===== src/sv/sgmd_pkg.sv =====
// Shared types, codes and helpers for the stick gesture menu decoder.
package sgmd_pkg;

	// Field widths.
	localparam int unsigned ACTION_W   = 2;
	localparam int unsigned DUTY_W     = 16;
	localparam int unsigned CODE_W     = 4;
	localparam int unsigned FLICK_W    = 3;
	localparam int unsigned FRAME_W    = 8;
	localparam int unsigned CENTER_W   = 12;
	localparam int unsigned LEVEL_W    = 11;
	localparam int unsigned CFG_IDX_W  = 3;
	localparam int unsigned CFG_DATA_W = 12;
	// Signed width for pulse-width compares: holds duty and center plus level.
	localparam int unsigned CMP_W      = 18;

	// Parameter defaults.
	localparam int unsigned MIN_DUTY_DEF       = 800;
	localparam int unsigned MAX_DUTY_DEF       = 2200;
	localparam int unsigned SPECIAL_FRAMES_DEF = 200;

	// Actions.
	localparam logic [ACTION_W-1:0] ACT_SAMPLE    = 2'd0;
	localparam logic [ACTION_W-1:0] ACT_TAKE_TRIG = 2'd1;
	localparam logic [ACTION_W-1:0] ACT_TAKE_REQ  = 2'd2;
	localparam logic [ACTION_W-1:0] ACT_NOP       = 2'd3;

	// Trigger and request codes.
	localparam logic [CODE_W-1:0] TRIG_DIR_CHANGE = 4'd5;
	localparam logic [CODE_W-1:0] TRIG_FULL_RESET = 4'd12;
	localparam logic [CODE_W-1:0] REQ_RIGHT_BASE  = 4'd4;
	localparam logic [CODE_W-1:0] REQ_FULL_LEFT   = 4'd9;
	localparam logic [CODE_W-1:0] REQ_FULL_RIGHT  = 4'd10;
	localparam logic [CODE_W-1:0] REQ_SPECIAL     = 4'd11;
	localparam logic [FLICK_W-1:0] MAX_FLICKS     = 3'd4;

	// Register indexes.
	localparam logic [CFG_IDX_W-1:0] REG_CENTER_WIDTH  = 3'd0;
	localparam logic [CFG_IDX_W-1:0] REG_FLICK_LEVEL   = 3'd1;
	localparam logic [CFG_IDX_W-1:0] REG_FULL_LEVEL    = 3'd2;
	localparam logic [CFG_IDX_W-1:0] REG_CENTRE_BAND   = 3'd3;
	localparam logic [CFG_IDX_W-1:0] REG_SWAP_SIDES    = 3'd4;
	localparam logic [CFG_IDX_W-1:0] REG_FLICK_FRAMES  = 3'd5;
	localparam logic [CFG_IDX_W-1:0] REG_CENTRE_LATCH  = 3'd6;
	localparam logic [CFG_IDX_W-1:0] REG_FULL_LATCH    = 3'd7;

	typedef struct packed {
		logic [CENTER_W-1:0] center_width;
		logic [LEVEL_W-1:0]  flick_level;
		logic [LEVEL_W-1:0]  full_level;
		logic [LEVEL_W-1:0]  centre_band;
		logic                swap_sides;
		logic [FRAME_W-1:0]  flick_frames;
		logic [FRAME_W-1:0]  centre_latch_frames;
		logic [FRAME_W-1:0]  full_latch_frames;
	} cfg_t;

	localparam cfg_t CFG_RESET = '{
		center_width:        12'd1500,
		flick_level:         11'd220,
		full_level:          11'd440,
		centre_band:         11'd80,
		swap_sides:          1'b0,
		flick_frames:        8'd2,
		centre_latch_frames: 8'd10,
		full_latch_frames:   8'd20
	};

	typedef struct packed {
		logic [FLICK_W-1:0] left_flicks;
		logic [FLICK_W-1:0] right_flicks;
		logic [FRAME_W-1:0] left_hold_frames;
		logic [FRAME_W-1:0] right_hold_frames;
		logic [FRAME_W-1:0] centred_frames;
		logic [FRAME_W-1:0] full_left_frames;
		logic [FRAME_W-1:0] full_right_frames;
		logic [FRAME_W-1:0] special_frames;
		logic [CODE_W-1:0]  pending_request;
		logic [CODE_W-1:0]  last_trigger;
		logic               full_latched;
	} state_t;

	typedef struct packed {
		logic [CODE_W-1:0] trigger_value;
		logic [CODE_W-1:0] request_code;
		logic              sample_used;
	} result_t;

	// Saturating increments.
	function automatic logic [FRAME_W-1:0] inc_frame(input logic [FRAME_W-1:0] v);
		return (v == '1) ? v : v + FRAME_W'(1);
	endfunction

	function automatic logic [FLICK_W-1:0] inc_flick(input logic [FLICK_W-1:0] v);
		return (v == '1) ? v : v + FLICK_W'(1);
	endfunction

endpackage


===== src/sv/sgmd_in_if.sv =====
// Input channel: action and duty sample with valid/ready handshake.
interface sgmd_in_if;
	import sgmd_pkg::*;

	logic                valid;
	logic                ready;
	logic [ACTION_W-1:0] action;
	logic [DUTY_W-1:0]   duty;

	modport source (output valid, output action, output duty, input ready);
	modport sink (input valid, input action, input duty, output ready);
endinterface


===== src/sv/sgmd_out_if.sv =====
// Output channel: trigger value, request code and sample flag with valid/ready handshake.
interface sgmd_out_if;
	import sgmd_pkg::*;

	logic              valid;
	logic              ready;
	logic [CODE_W-1:0] trigger_value;
	logic [CODE_W-1:0] request_code;
	logic              sample_used;

	modport source (output valid, output trigger_value, output request_code,
		output sample_used, input ready);
	modport sink (input valid, input trigger_value, input request_code,
		input sample_used, output ready);
endinterface


===== src/sv/stick_gesture_menu_decoder_unit.sv =====
// Top level of the stick gesture menu decoder: registers, pipeline and handshakes.
//
// Turns remote-control pulse widths into menu gestures. Each input transaction
// is either a duty sample (action 0), a take of the trigger value (action 1) or
// a take of the pending request (action 2); action 3 reads both without change.
// Every transaction gives exactly one result transaction. Samples outside
// MIN_DUTY..MAX_DUTY leave the state alone and report sample_used 0. Left and
// right flicks are counted and turn into request codes 1-4 (left) or 5-8 (right)
// once the stick rests centred; long full deflection latches 9 or 10, a long
// special hold latches 11. Trigger value 5 marks a direction change and 12 a
// full reset after too many flicks. The datapath is one input register, one
// block of compare-and-count logic and one result register: an accepted transaction
// passes from the input register into the result register, and one transaction is
// accepted per cycle as long as results are taken. The result register stalls
// on a low out_ch.ready, and the input register then holds one more transaction.
// Write configuration registers through cfg_we/cfg_index/cfg_data only while idle.
module stick_gesture_menu_decoder_unit #(
	parameter int unsigned MIN_DUTY       = sgmd_pkg::MIN_DUTY_DEF,
	parameter int unsigned MAX_DUTY       = sgmd_pkg::MAX_DUTY_DEF,
	parameter int unsigned SPECIAL_FRAMES = sgmd_pkg::SPECIAL_FRAMES_DEF
) (
	input  logic                               clk,
	input  logic                               arst_n,
	input  logic                               cfg_we,
	input  logic [sgmd_pkg::CFG_IDX_W-1:0]     cfg_index,
	input  logic [sgmd_pkg::CFG_DATA_W-1:0]    cfg_data,
	sgmd_in_if.sink                            in_ch,
	sgmd_out_if.source                         out_ch
);
	import sgmd_pkg::*;

	cfg_t                cfg_q;
	state_t              st_q;
	state_t              st_next;
	result_t             res_next;

	logic                valid_s1;
	logic [ACTION_W-1:0] action_s1;
	logic [DUTY_W-1:0]   duty_s1;

	logic                valid_s2;
	result_t             res_s2;

	logic                in_fire;
	logic                advance;

	// Result stage moves when empty or when its transaction is taken.
	assign advance     = !valid_s2 || out_ch.ready;
	assign in_ch.ready = !valid_s1 || advance;
	assign in_fire     = in_ch.valid && in_ch.ready;

	// Configuration registers.
	always_ff @(posedge clk or negedge arst_n) begin
		if (!arst_n) begin
			cfg_q <= CFG_RESET;
		end else if (cfg_we) begin
			unique case (cfg_index)
				REG_CENTER_WIDTH: cfg_q.center_width        <= cfg_data[CENTER_W-1:0];
				REG_FLICK_LEVEL:  cfg_q.flick_level         <= cfg_data[LEVEL_W-1:0];
				REG_FULL_LEVEL:   cfg_q.full_level          <= cfg_data[LEVEL_W-1:0];
				REG_CENTRE_BAND:  cfg_q.centre_band         <= cfg_data[LEVEL_W-1:0];
				REG_SWAP_SIDES:   cfg_q.swap_sides          <= cfg_data[0];
				REG_FLICK_FRAMES: cfg_q.flick_frames        <= cfg_data[FRAME_W-1:0];
				REG_CENTRE_LATCH: cfg_q.centre_latch_frames <= cfg_data[FRAME_W-1:0];
				REG_FULL_LATCH:   cfg_q.full_latch_frames   <= cfg_data[FRAME_W-1:0];
			endcase
		end
	end

	// Input register: hold while the result stage is stalled.
	always_ff @(posedge clk or negedge arst_n) begin
		if (!arst_n) begin
			valid_s1 <= 1'b0;
		end else begin
			valid_s1 <= in_fire || (valid_s1 && !advance);
		end
	end

	always_ff @(posedge clk) begin
		if (in_fire) begin
			action_s1 <= in_ch.action;
			duty_s1   <= in_ch.duty;
		end
	end

	sgmd_step #(
		.MIN_DUTY       (MIN_DUTY),
		.MAX_DUTY       (MAX_DUTY),
		.SPECIAL_FRAMES (SPECIAL_FRAMES)
	) u_step (
		.cfg    (cfg_q),
		.cur    (st_q),
		.action (action_s1),
		.duty   (duty_s1),
		.nxt    (st_next),
		.res    (res_next)
	);

	// Gesture state advances together with the result register.
	always_ff @(posedge clk or negedge arst_n) begin
		if (!arst_n) begin
			st_q     <= '0;
			valid_s2 <= 1'b0;
		end else if (advance) begin
			valid_s2 <= valid_s1;
			if (valid_s1) st_q <= st_next;
		end
	end

	always_ff @(posedge clk) begin
		if (advance && valid_s1) res_s2 <= res_next;
	end

	assign out_ch.valid         = valid_s2;
	assign out_ch.trigger_value = res_s2.trigger_value;
	assign out_ch.request_code  = res_s2.request_code;
	assign out_ch.sample_used   = res_s2.sample_used;

endmodule


===== src/sv/sgmd_step.sv =====
// Next-state and result logic for one transaction of the gesture decoder.
module sgmd_step #(
	parameter int unsigned MIN_DUTY       = sgmd_pkg::MIN_DUTY_DEF,
	parameter int unsigned MAX_DUTY       = sgmd_pkg::MAX_DUTY_DEF,
	parameter int unsigned SPECIAL_FRAMES = sgmd_pkg::SPECIAL_FRAMES_DEF
) (
	input  sgmd_pkg::cfg_t                  cfg,
	input  sgmd_pkg::state_t                cur,
	input  logic [sgmd_pkg::ACTION_W-1:0]   action,
	input  logic [sgmd_pkg::DUTY_W-1:0]     duty,
	output sgmd_pkg::state_t                nxt,
	output sgmd_pkg::result_t               res
);
	import sgmd_pkg::*;

	logic                    in_window;
	logic signed [CMP_W-1:0] d, c, fl, fu, cb;
	state_t                  s;

	assign in_window = ({1'b0, duty} >= (DUTY_W+1)'(MIN_DUTY)) &&
		({1'b0, duty} <= (DUTY_W+1)'(MAX_DUTY));

	assign d  = signed'(CMP_W'(duty));
	assign c  = signed'(CMP_W'(cfg.center_width));
	assign fl = signed'(CMP_W'(cfg.flick_level));
	assign fu = signed'(CMP_W'(cfg.full_level));
	assign cb = signed'(CMP_W'(cfg.centre_band));

	// Sample update, in the same order of decisions as the gesture rules.
	always_comb begin
		s = cur;

		// Hold and centre classification.
		if (d < c - fl) begin
			if (cfg.swap_sides) s.right_hold_frames = inc_frame(s.right_hold_frames);
			else s.left_hold_frames = inc_frame(s.left_hold_frames);
		end else if (d > c + fl) begin
			if (cfg.swap_sides) s.left_hold_frames = inc_frame(s.left_hold_frames);
			else s.right_hold_frames = inc_frame(s.right_hold_frames);
		end else if (d < c + cb && d > c - cb) begin
			s.centred_frames    = inc_frame(s.centred_frames);
			s.left_hold_frames  = '0;
			s.right_hold_frames = '0;
			s.full_left_frames  = '0;
			s.full_right_frames = '0;
			s.full_latched      = 1'b0;
			s.special_frames    = '0;
		end

		// Full deflection; the special direction is full to the logical right.
		if ((d < c - fu && !cfg.swap_sides) || (d > c + fu && cfg.swap_sides)) begin
			s.full_left_frames = inc_frame(s.full_left_frames);
		end else if (d < c - fu || d > c + fu) begin
			s.full_right_frames = inc_frame(s.full_right_frames);
			s.special_frames    = inc_frame(s.special_frames);
		end

		// Count a flick once the stick returns through centre.
		if (s.left_hold_frames > cfg.flick_frames && s.centred_frames != '0) begin
			s.left_flicks    = inc_flick(s.left_flicks);
			s.last_trigger   = CODE_W'(s.left_flicks);
			s.centred_frames = '0;
		end else if (s.right_hold_frames > cfg.flick_frames && s.centred_frames != '0) begin
			s.right_flicks   = inc_flick(s.right_flicks);
			s.last_trigger   = CODE_W'(s.right_flicks);
			s.centred_frames = '0;
		end

		// Direction change: drop both counts.
		if ((s.left_flicks != '0 && s.right_flicks != '0) ||
			(s.left_hold_frames != '0 && s.right_hold_frames != '0)) begin
			s.left_flicks       = '0;
			s.right_flicks      = '0;
			s.last_trigger      = TRIG_DIR_CHANGE;
			s.left_hold_frames  = '0;
			s.right_hold_frames = '0;
			s.centred_frames    = '0;
		end

		// Latch a request.
		if (s.centred_frames > cfg.centre_latch_frames) begin
			if (s.right_flicks != '0)
				s.pending_request = REQ_RIGHT_BASE + CODE_W'(s.right_flicks);
			else
				s.pending_request = CODE_W'(s.left_flicks);
			s.left_flicks  = '0;
			s.right_flicks = '0;
		end else if (s.full_left_frames > cfg.full_latch_frames && !s.full_latched) begin
			s.pending_request = REQ_FULL_LEFT;
			s.left_flicks     = '0;
			s.right_flicks    = '0;
			s.full_latched    = 1'b1;
		end else if (s.full_right_frames > cfg.full_latch_frames && !s.full_latched) begin
			s.pending_request = REQ_FULL_RIGHT;
			s.left_flicks     = '0;
			s.right_flicks    = '0;
			s.full_latched    = 1'b1;
		end else if (s.special_frames > FRAME_W'(SPECIAL_FRAMES)) begin
			s.special_frames  = '0;
			s.pending_request = REQ_SPECIAL;
		end else if (s.left_flicks > MAX_FLICKS || s.right_flicks > MAX_FLICKS) begin
			s              = '0;
			s.last_trigger = TRIG_FULL_RESET;
		end
	end

	// Pick the action; takes report the value before clearing.
	always_comb begin
		nxt               = cur;
		res.trigger_value = cur.last_trigger;
		res.request_code  = cur.pending_request;
		res.sample_used   = 1'b0;
		unique case (action)
			ACT_SAMPLE: begin
				if (in_window) begin
					nxt               = s;
					res.trigger_value = s.last_trigger;
					res.request_code  = s.pending_request;
					res.sample_used   = 1'b1;
				end
			end
			ACT_TAKE_TRIG: nxt.last_trigger = '0;
			ACT_TAKE_REQ:  nxt.pending_request = '0;
			ACT_NOP: ;
		endcase
	end

endmodule

===== src/flat_wrapper.sv =====
// flat-port wrapper written by rule: the top's interface ports become plain ports
module stick_gesture_menu_decoder_unit_flat import sgmd_pkg::*;
#(
	parameter int unsigned MIN_DUTY       = sgmd_pkg::MIN_DUTY_DEF,
	parameter int unsigned MAX_DUTY       = sgmd_pkg::MAX_DUTY_DEF,
	parameter int unsigned SPECIAL_FRAMES = sgmd_pkg::SPECIAL_FRAMES_DEF
)
  (clk, arst_n, cfg_we, cfg_index, cfg_data, in_ch_valid, in_ch_action, in_ch_duty, in_ch_ready, out_ch_valid, out_ch_trigger_value, out_ch_request_code, out_ch_sample_used, out_ch_ready);
  sgmd_in_if in_ch_i ();
  sgmd_out_if out_ch_i ();
  input  logic clk;
  input  logic arst_n;
  input  logic cfg_we;
  input  logic [sgmd_pkg::CFG_IDX_W-1:0] cfg_index;
  input  logic [sgmd_pkg::CFG_DATA_W-1:0] cfg_data;
  input wire logic [$bits(in_ch_i.valid)-1:0] in_ch_valid;
  input wire logic [$bits(in_ch_i.action)-1:0] in_ch_action;
  input wire logic [$bits(in_ch_i.duty)-1:0] in_ch_duty;
  output wire logic [$bits(in_ch_i.ready)-1:0] in_ch_ready;
  output wire logic [$bits(out_ch_i.valid)-1:0] out_ch_valid;
  output wire logic [$bits(out_ch_i.trigger_value)-1:0] out_ch_trigger_value;
  output wire logic [$bits(out_ch_i.request_code)-1:0] out_ch_request_code;
  output wire logic [$bits(out_ch_i.sample_used)-1:0] out_ch_sample_used;
  input wire logic [$bits(out_ch_i.ready)-1:0] out_ch_ready;
  assign in_ch_i.valid = in_ch_valid;
  assign in_ch_i.action = in_ch_action;
  assign in_ch_i.duty = in_ch_duty;
  assign in_ch_ready = in_ch_i.ready;
  assign out_ch_valid = out_ch_i.valid;
  assign out_ch_trigger_value = out_ch_i.trigger_value;
  assign out_ch_request_code = out_ch_i.request_code;
  assign out_ch_sample_used = out_ch_i.sample_used;
  assign out_ch_i.ready = out_ch_ready;
  stick_gesture_menu_decoder_unit #(.MIN_DUTY(MIN_DUTY), .MAX_DUTY(MAX_DUTY), .SPECIAL_FRAMES(SPECIAL_FRAMES)) u_core (.clk(clk), .arst_n(arst_n), .cfg_we(cfg_we), .cfg_index(cfg_index), .cfg_data(cfg_data), .in_ch(in_ch_i), .out_ch(out_ch_i));
endmodule

===== config.mk =====
export PLATFORM = sky130hd
export DESIGN_NAME = stick_gesture_menu_decoder_unit_flat
export DESIGN_NICKNAME = d
export VERILOG_FILES = /design/src/sv/sgmd_pkg.sv /design/src/sv/sgmd_in_if.sv /design/src/sv/sgmd_out_if.sv /design/src/sv/stick_gesture_menu_decoder_unit.sv /design/src/sv/sgmd_step.sv /design/src/flat_wrapper.sv
export SDC_FILE = /design/constraint.sdc
export NUM_CORES = 1
export LEC_CHECK = 0
export ABC_AREA = 0
export BUFFER_PORTS_ARGS = -buffer_cell sky130_fd_sc_hd__buf_4
export CAP_MARGIN = 0
export CORE_MARGIN = 4
export CORE_UTILIZATION = 60
export DETAILED_ROUTE_END_ITERATION = 8
export PLACE_DENSITY = 0.83
export SYNTH_ARGS = -nofsm -noshare
export SYNTH_HDL_FRONTEND = slang
export SYNTH_SLANG_ARGS = --single-unit

===== constraint.sdc =====
create_clock -name clk -period 29.6 [get_ports clk]
set_clock_uncertainty 0.05 [all_clocks]
set_input_delay 0 -clock clk [delete_from_list [all_inputs] [get_ports clk]]
set_output_delay 0 -clock clk [all_outputs]
set_load 0.005 [all_outputs]

After elaboration in Yosys (flattened, before gate mapping)
Cells that the tools add are included.
{"block": "word_totals", "output_inout_bits": 11, "elab_cells": 181, "reg_bits": 162, "in_bits": 38}
{"block": "classes", "reduce_logical": 46, "n_eq_ne": 18, "magnitude_cmp": 16, "n_addsub": 15, "muxes": 60}
{"cell": "two-way mux 63 bit", "count": 5}
{"cell": "two-way mux 48 bit", "count": 4}
{"cell": "two-way mux 8 bit", "count": 13}
{"cell": "two-way mux 16 bit", "count": 4}
{"cell": "two-way mux 32 bit", "count": 2}
{"cell": "adder 8 x 1 -> 8 bit (second input constant)", "count": 6}
{"cell": "== test 8 bit (second input constant)", "count": 6}
{"cell": "two-way mux 46 bit", "count": 1}
{"cell": "greater-than comparator 8 bit", "count": 5}
{"cell": "adder 12 x 11 -> 13 bit", "count": 3}
{"cell": "subtractor 12 x 11 -> 13 bit", "count": 3}
{"cell": "two-way mux 4 bit", "count": 9}
{"cell": "less-than comparator 17 x 13 -> 1 bit", "count": 2}
{"cell": "greater-than comparator 16 x 13 -> 1 bit", "count": 2}
{"cell": "two-way mux 30 bit", "count": 1}
{"cell": "two-way mux 9 bit", "count": 3}
{"cell": "nonzero test 8 bit", "count": 3}
{"cell": "== test 3 bit (second input constant)", "count": 6}
{"cell": "two-way mux 6 bit", "count": 3}
{"cell": "greater-than comparator 17 x 13 -> 1 bit", "count": 1}
{"cell": ">= comparator 16 x 10 -> 1 bit (second input constant)", "count": 1}
{"cell": "less-or-equal comparator 16 x 12 -> 1 bit (second input constant)", "count": 1}
{"cell": "less-than comparator 16 x 13 -> 1 bit", "count": 1}
{"cell": "one-hot mux 4 bit (2 select lines)", "count": 2}
{"cell": "other kinds (22)", "count": 68}

Logic depth before layout (Yosys ltp)
{"block": "depth", "depth_word": 27, "ltp_mapped": 58, "mapped_depth_nobuf": 52}

Cells and area by module
Synthesis repeated with hierarchy kept, for this count alone.
{"block": "hier_totals", "hier_cells": 1656, "hier_area_um2": 15262.1}
{"mod": "sgmd_step", "instances": 1, "area_each_um2": 9252.6, "seq_area_each_um2": 0.0, "cells_per_inst": 1330}
{"mod": "stick_gesture_menu_decoder_unit", "instances": 1, "area_each_um2": 6009.5, "seq_area_each_um2": 4219.0, "cells_per_inst": 326}

Least setup slack after synthesis
Ideal clock, no wire load.
{"block": "synth_timing", "kind": "register to register", "from": "register u_core.cfg_q[59] (netlist bit)", "to": "register u_core.res_s2 (netlist bit u_core.out_ch.trigger_value[0]) (data pin)", "stages_incl_launch_ff": 52, "path_buffers": 4, "setup_slack_ps": 19471, "t_arrival_ps": 9809, "setup_time_ps": 269, "period_less_slack_ps": 10129, "required_time_ps": 29281, "path_cell_list": "dfrtp_1 -> ha_1 -> inv_1 -> nor2_1 -> o21ai_0 -> a21oi_1 -> o21ai_0 -> a21oi_1 -> o21ai_0 -> a21oi_1 -> o21ai_0 -> nand2b_1 -> a21o_1 -> a21oi_1 -> xnor2_1 -> ha_1 -> nand4_1 -> a2111o_1 -> [... 16 more ...] -> a2bb2oi_1 -> nand2_1 -> nor2_1 -> ha_1 -> nor2b_1 -> o21a_1 -> o21ai_0 -> nand2b_1 -> a21oi_1 -> o21ai_0 -> o31a_1 -> nand2b_1 -> or2_2 -> buf_2 -> a211o_1 -> buf_2 -> o21ai_0 -> o21ai_0"}
{"element": "start, declared", "line_no": "stick_gesture_menu_decoder_unit.sv:32", "rtl": "cfg_t cfg_q;"}
{"element": "end signal, assigned", "line_no": "stick_gesture_menu_decoder_unit.sv:111", "rtl": "if (advance && valid_s1) res_s2 <= res_next;"}
{"element": "end, declared", "line_no": "stick_gesture_menu_decoder_unit.sv:42", "rtl": "result_t res_s2;"}

Final worst setup path
{"block": "layout_timing", "from": "register u_core.cfg_q[59] (netlist bit)", "to": "register u_core.st_q[53] (netlist bit)"}
{"block": "layout_between", "elab_chain_cells": 25, "word_cells_on_any_way": 74, "classes_between": "9 x add/sub; 14 x order compare; 3 x eq/ne; 29 x mux; 19 x reduce/logical"}
{"element": "subtractor 12 x 11 -> 13 bit / adder 12 x 11 -> 13 bit (equally long branches)", "line_no": "sgmd_step.sv:40", "rtl": "end else if (d < c + cb && d > c - cb) begin"}
{"element": "greater-than comparator 17 x 13 -> 1 bit / less-than comparator 16 x 13 -> 1 bit (equally long branches)", "line_no": "sgmd_step.sv:40"}
{"element": "logical AND 1 bit", "line_no": "sgmd_step.sv:40"}
{"element": "two-way mux 48 bit", "line_no": "sgmd_step.sv:40"}
{"element": "two-way mux 16 bit / two-way mux 32 bit (equally long branches)", "line_no": "sgmd_step.sv:37", "rtl": "end else if (d > c + fl) begin"}
{"element": "two-way mux 16 bit / two-way mux 32 bit (equally long branches)", "line_no": "sgmd_step.sv:34", "rtl": "if (d < c - fl) begin"}
{"element": "greater-than comparator 8 bit / nonzero test 8 bit (equally long branches)", "line_no": "sgmd_step.sv:63, sgmd_step.sv:59"}
{"element": "logical AND 1 bit", "line_no": "sgmd_step.sv:63", "rtl": "end else if (s.right_hold_frames > cfg.flick_frames && s.centred_frames != '0) begin"}
{"element": "[... 6 more ...]"}
{"element": "greater-than comparator 3 bit", "line_no": "sgmd_step.sv:101", "rtl": "end else if (s.left_flicks > MAX_FLICKS || s.right_flicks > MAX_FLICKS) begin"}
{"element": "logical OR 1 bit", "line_no": "sgmd_step.sv:101"}
{"element": "two-way mux 63 bit", "line_no": "sgmd_step.sv:101"}
{"element": "two-way mux 63 bit (4 in series)"}
{"element": "two-way mux 46 bit", "line_no": "sgmd_step.sv:98", "rtl": "end else if (s.special_frames > FRAME_W'(SPECIAL_FRAMES)) begin"}
{"element": "two-way mux 48 bit", "line_no": "sgmd_step.sv:93", "rtl": "end else if (s.full_right_frames > cfg.full_latch_frames && !s.full_latched) begin"}
{"element": "two-way mux 48 bit", "line_no": "sgmd_step.sv:88", "rtl": "end else if (s.full_left_frames > cfg.full_latch_frames && !s.full_latched) begin"}
{"element": "two-way mux 48 bit *", "line_no": "sgmd_step.sv:81", "rtl": "if (s.centred_frames > cfg.centre_latch_frames) begin"}
{"element": "end signal, assigned", "line_no": "stick_gesture_menu_decoder_unit.sv:106", "rtl": "if (valid_s1) st_q <= st_next;"}
{"element": "end, declared", "line_no": "stick_gesture_menu_decoder_unit.sv:33", "rtl": "state_t st_q;"}
Mark *: on every way between the ends. The rest lies on a longest branch, timed or not. The select of a mux whose other input is x is not followed.
A chain may end at the register's enable or synchronous reset.

==> impl_metrics.yaml <==
power_and_ir_drop:
  power.share.switching_pct: 44.07
  power_leakage_nw: 7.220
  vdd_drop_max_mv: 0.04467
  pwr-share-seq_pct: 26.4
  p_comb_share_pct: 53.8
  p_switching_mw: 0.4834
  powerDensity_nw_per_um2: 68.45
  power_frac_clock_pct: 19.8
  internal-power_mw: 0.6134
global_route:
  grt_max_degree: 74
  grt_pass1_vias: 12530
  grt_pass1_wl_um: 65340
  grt_util_all_layers_pct: 30.37
  antenna_found_initial: 0
  overflow: 0
clock_tree:
  cts_hold_buf: 35
  cts_buffer_depth: 2
  htree_levels: 4
  clkTransAtPathRegs_ns: 0.07
  cts.sinks: 162
  cts_tree: "built"
  post_cts_buffers: 0
  numCtsBuffers: 17
  cts_resized: 0
  clock_latency_ns: 0.45
  clockRootBuffer: "clkbuf_16"
final_layout:
  diodes: 0
  drive_above_1_share_pct: 11.68
  final_net_count: 1960
  area_growth_pct: 10.43
floorplanning:
  die-width_um: 163.5
  core-area_um2: 23610
  io_pins: 49
  rows: 56
  dieHeight_um: 163.5
  die-area_um2: 26740
  start_util_pct: 61.45
yosys:
  netlist_area_um2: 14510
  syn_inst: 1667
  synth_enable_flop_cells: 27
  synth_top_cell_area_share_pct: 19.14
  async_flop_share_pct: 83.33
  synth_cell_types: 89
  yosysSeqAreaShare_pct: 29.08
  ys_top_cells_by_area: "dfrtp_1 19%, ha_1 17%, edfxtp_1 5.6%, o21ai_0 4.4%, dfstp_2 4.3%"
  synth.largest_area_cell: "dfrtp_1"
  yosys_warnings: 0
  synth_seq_cells: 162
  avgSynthCellArea_um2: 8.704
  syn-num-nets: 1910
  ys.flop_type: "dfrtp_1"
worst_setup_path:
  cp-end-kind: "flip-flop"
  critical_path_required_ns: 29.88
  cp_common_cell: "o21ai_0"
  cp-start-kind: "flip-flop"
  max_stage_delay_ns: 0.99
  crit_arrival_ns: 12.53
  critical_path.max_fanout: 21
  slowest_stage: "a211oi_4"
  crit_type: "reg -> reg"
sta:
  finalSetupTns_ns: 0
  final-hold-violation-count: 0
  finalMaxSlewViolations: 0
  setup-violations-final: 0
  period_minus_slack_ns: 12.25
  finalCritPeriodShare_pct: 41.40
  worst_pin_slew_ns: 1.272
  hold_slack_ns: 0.04441
  grt_setup_unrepaired: "false"
  timing.fmax_ghz: 0.08160
  max-slew-margin-rel_pct: 14.95
placed_design:
  hpwl_um: 29900
  gp_congestion: 0.9532
  port_buffers: 48
detailed_routing:
  drtPass1Iterations: 6
  drc: 0
  vias_per_cell: 6.424
  ant_nets: 0
  finalWirelength_um: 40340
  vias: 13160
  drt-initial-drc-count: 1363
  wl_per_cell_um: 19.69
min_path:
  hp-class: "in -> reg"
job:
  cap_violations: 0
run_status:
  outcome: "completed"
metrics by stage:
| stage | cells | utilization, % | total power [mW] | instance area (um^2) | setup slack (ns) |
|---|---|---|---|---|---|
| finish | 2049 | 67.86 | 1.097 | 16020 | 17.35 |
| detailed placement | 1982 | 64.03 | 0.8577 | 15120 | 17.67 |
| CTS | 2049 | 67.86 | 1.083 | 16020 | 17.62 |
| global placement | 1982 | 64.03 | 0.8318 | 15120 | 18.19 |
| floorplan | 1667 | - | 0.7095 | 14510 | 19.47 |
| global route | 2049 | 67.86 | 1.173 | 16020 | 16.39 |
power by group through the flow:
stage / sequential (mW) / clock [mW] / combinational [mW]
after floorplan: 0.279 / 0 / 0.431
after global placement: 0.290 / 0 / 0.542
after CTS: 0.288 / 0.218 / 0.577
final: 0.289 / 0.217 / 0.590
after global routing: 0.293 / 0.227 / 0.654
after detailed placement: 0.292 / 0 / 0.565
state kept, by name (all words and copies together), names as in the netlist:
| register | cells |
|---|---|
| u_core.st_q | 63 |
| u_core.out_ch.trigger_value | 4 |
| u_core.cfg_q | 70 |
| u_core.duty_s1 | 16 |
| u_core.out_ch.sample_used | 1 |
| u_core.valid_s1 | 1 |
| u_core.out_ch.valid | 1 |
| u_core.action_s1 | 2 |
| u_core.out_ch.request_code | 4 |
per-layer routing:
metal	vias up	share of wire [%]	track usage, %
li1	6153	-	-
met1	6381	45	43.63
met2	557	45	48.62
met3	71	7.4	4.138
met4	0	2.0	7.777
met5	-	0	0
path summary, 6_finish.rpt:
kind                       cells past startpoint                              end                    startpoint  slack (ns)
max                                           50      u_core.st_q[53]$_DFFE_PN0P_  u_core.cfg_q[59]$_DFFE_PN0P_       17.35
min                                            3     u_core.cfg_q[24]$_DFFE_PN0P_                  cfg_index[2]        0.04
max reg2reg                                   50      u_core.st_q[53]$_DFFE_PN0P_  u_core.cfg_q[59]$_DFFE_PN0P_       17.35
min reg2reg                                    1  u_core.out_ch.valid$_DFFE_PN0P_     u_core.valid_s1$_DFF_PN0_        0.45
max in group asynchronous                      3      u_core.st_q[56]$_DFFE_PN0P_                        arst_n       28.02
min in group asynchronous                      2     u_core.cfg_q[28]$_DFFE_PN0P_                        arst_n        0.10
kinds of logic (layout without fill, tap and decap cells):
kind of cell / Yosys count / count (layout) / synth area share [%]
xor gates and xnor gates: 75 / 75 / 4.527
adders and majority gates: 205 / 205 / 17.99
AOI/OAI and AO/OA: 456 / 456 / 20.76
buffers and inverters: 182 / 245 / 4.846
DFF: 162 / 162 / 29.08
and+or+nand+nor: 524 / 524 / 17.96
muxes: 63 / 63 / 4.837
cells in the final DEF, fill, tap and decap left out, drive strengths merged, types with 8 or more instances in the layout:
cell	count
o211ai	8
a31oi	13
and2	19
mux2i	9
edfxtp	27
a22o	16
nand4b	8
nand2b	28
or2	10
nand2	125
o41ai	9
a21o	27
mux2	54
nand3	55
or3	9
dfstp	24
buf	58
a21oi	114
dfrtp	111
o31ai	12
xor2	22
nor4	10
ha	199
dlygate4sd3	35
xnor2	53
clkbuf	20
a211oi	17
nor2	134
o22ai	8
nand4	24
o21a	15
and3	15
nor2b	15
inv	125
nor3	44
o21bai	16
o21ai	133
layout make-up:
cell class,instances,area [um^2]
inverters,120,450.4
flip-flops and latches,162,4219
clock buffers,20,457.9
well taps,319,399.1
multi-input cells,1323,9612
repair buffers,93,789.5
clock inverters,12,96.34
fillers,1911,7589
worst max-delay path: cells and delay by family, from the launching register on:
family | cells | cell delay [ns]
flops | 1 | 0.65
buf+inv | 1 | 0.08
xor+xnor | 1 | 0.09
compound gates | 23 | 5.67
mux | 2 | 0.38
simple gates | 19 | 3.98
fa+ha+maj | 4 | 1.22
cells in the mapped netlist, types with 8 or more instances:
master	n
a211oi_1	14
a21o_1	27
a21oi_1	114
a22o_1	16
a31oi_1	12
and2_1	19
and3_1	15
clkbuf_1	51
dfrtp_1	111
dfstp_2	24
edfxtp_1	27
ha_1	199
inv_1	119
mux2_2	54
mux2i_1	8
nand2_1	125
nand2b_1	28
nand3_1	55
nand4_1	24
nand4b_1	8
nor2_1	132
nor2b_1	14
nor3_1	44
nor4_1	8
o211ai_1	8
o21a_1	15
o21ai_0	127
o21bai_1	15
o22ai_1	8
o31ai_1	11
or2_2	8
or3_1	9
xnor2_1	53
xor2_1	22
No activity file was read; power rests on OpenSTA's default activity.
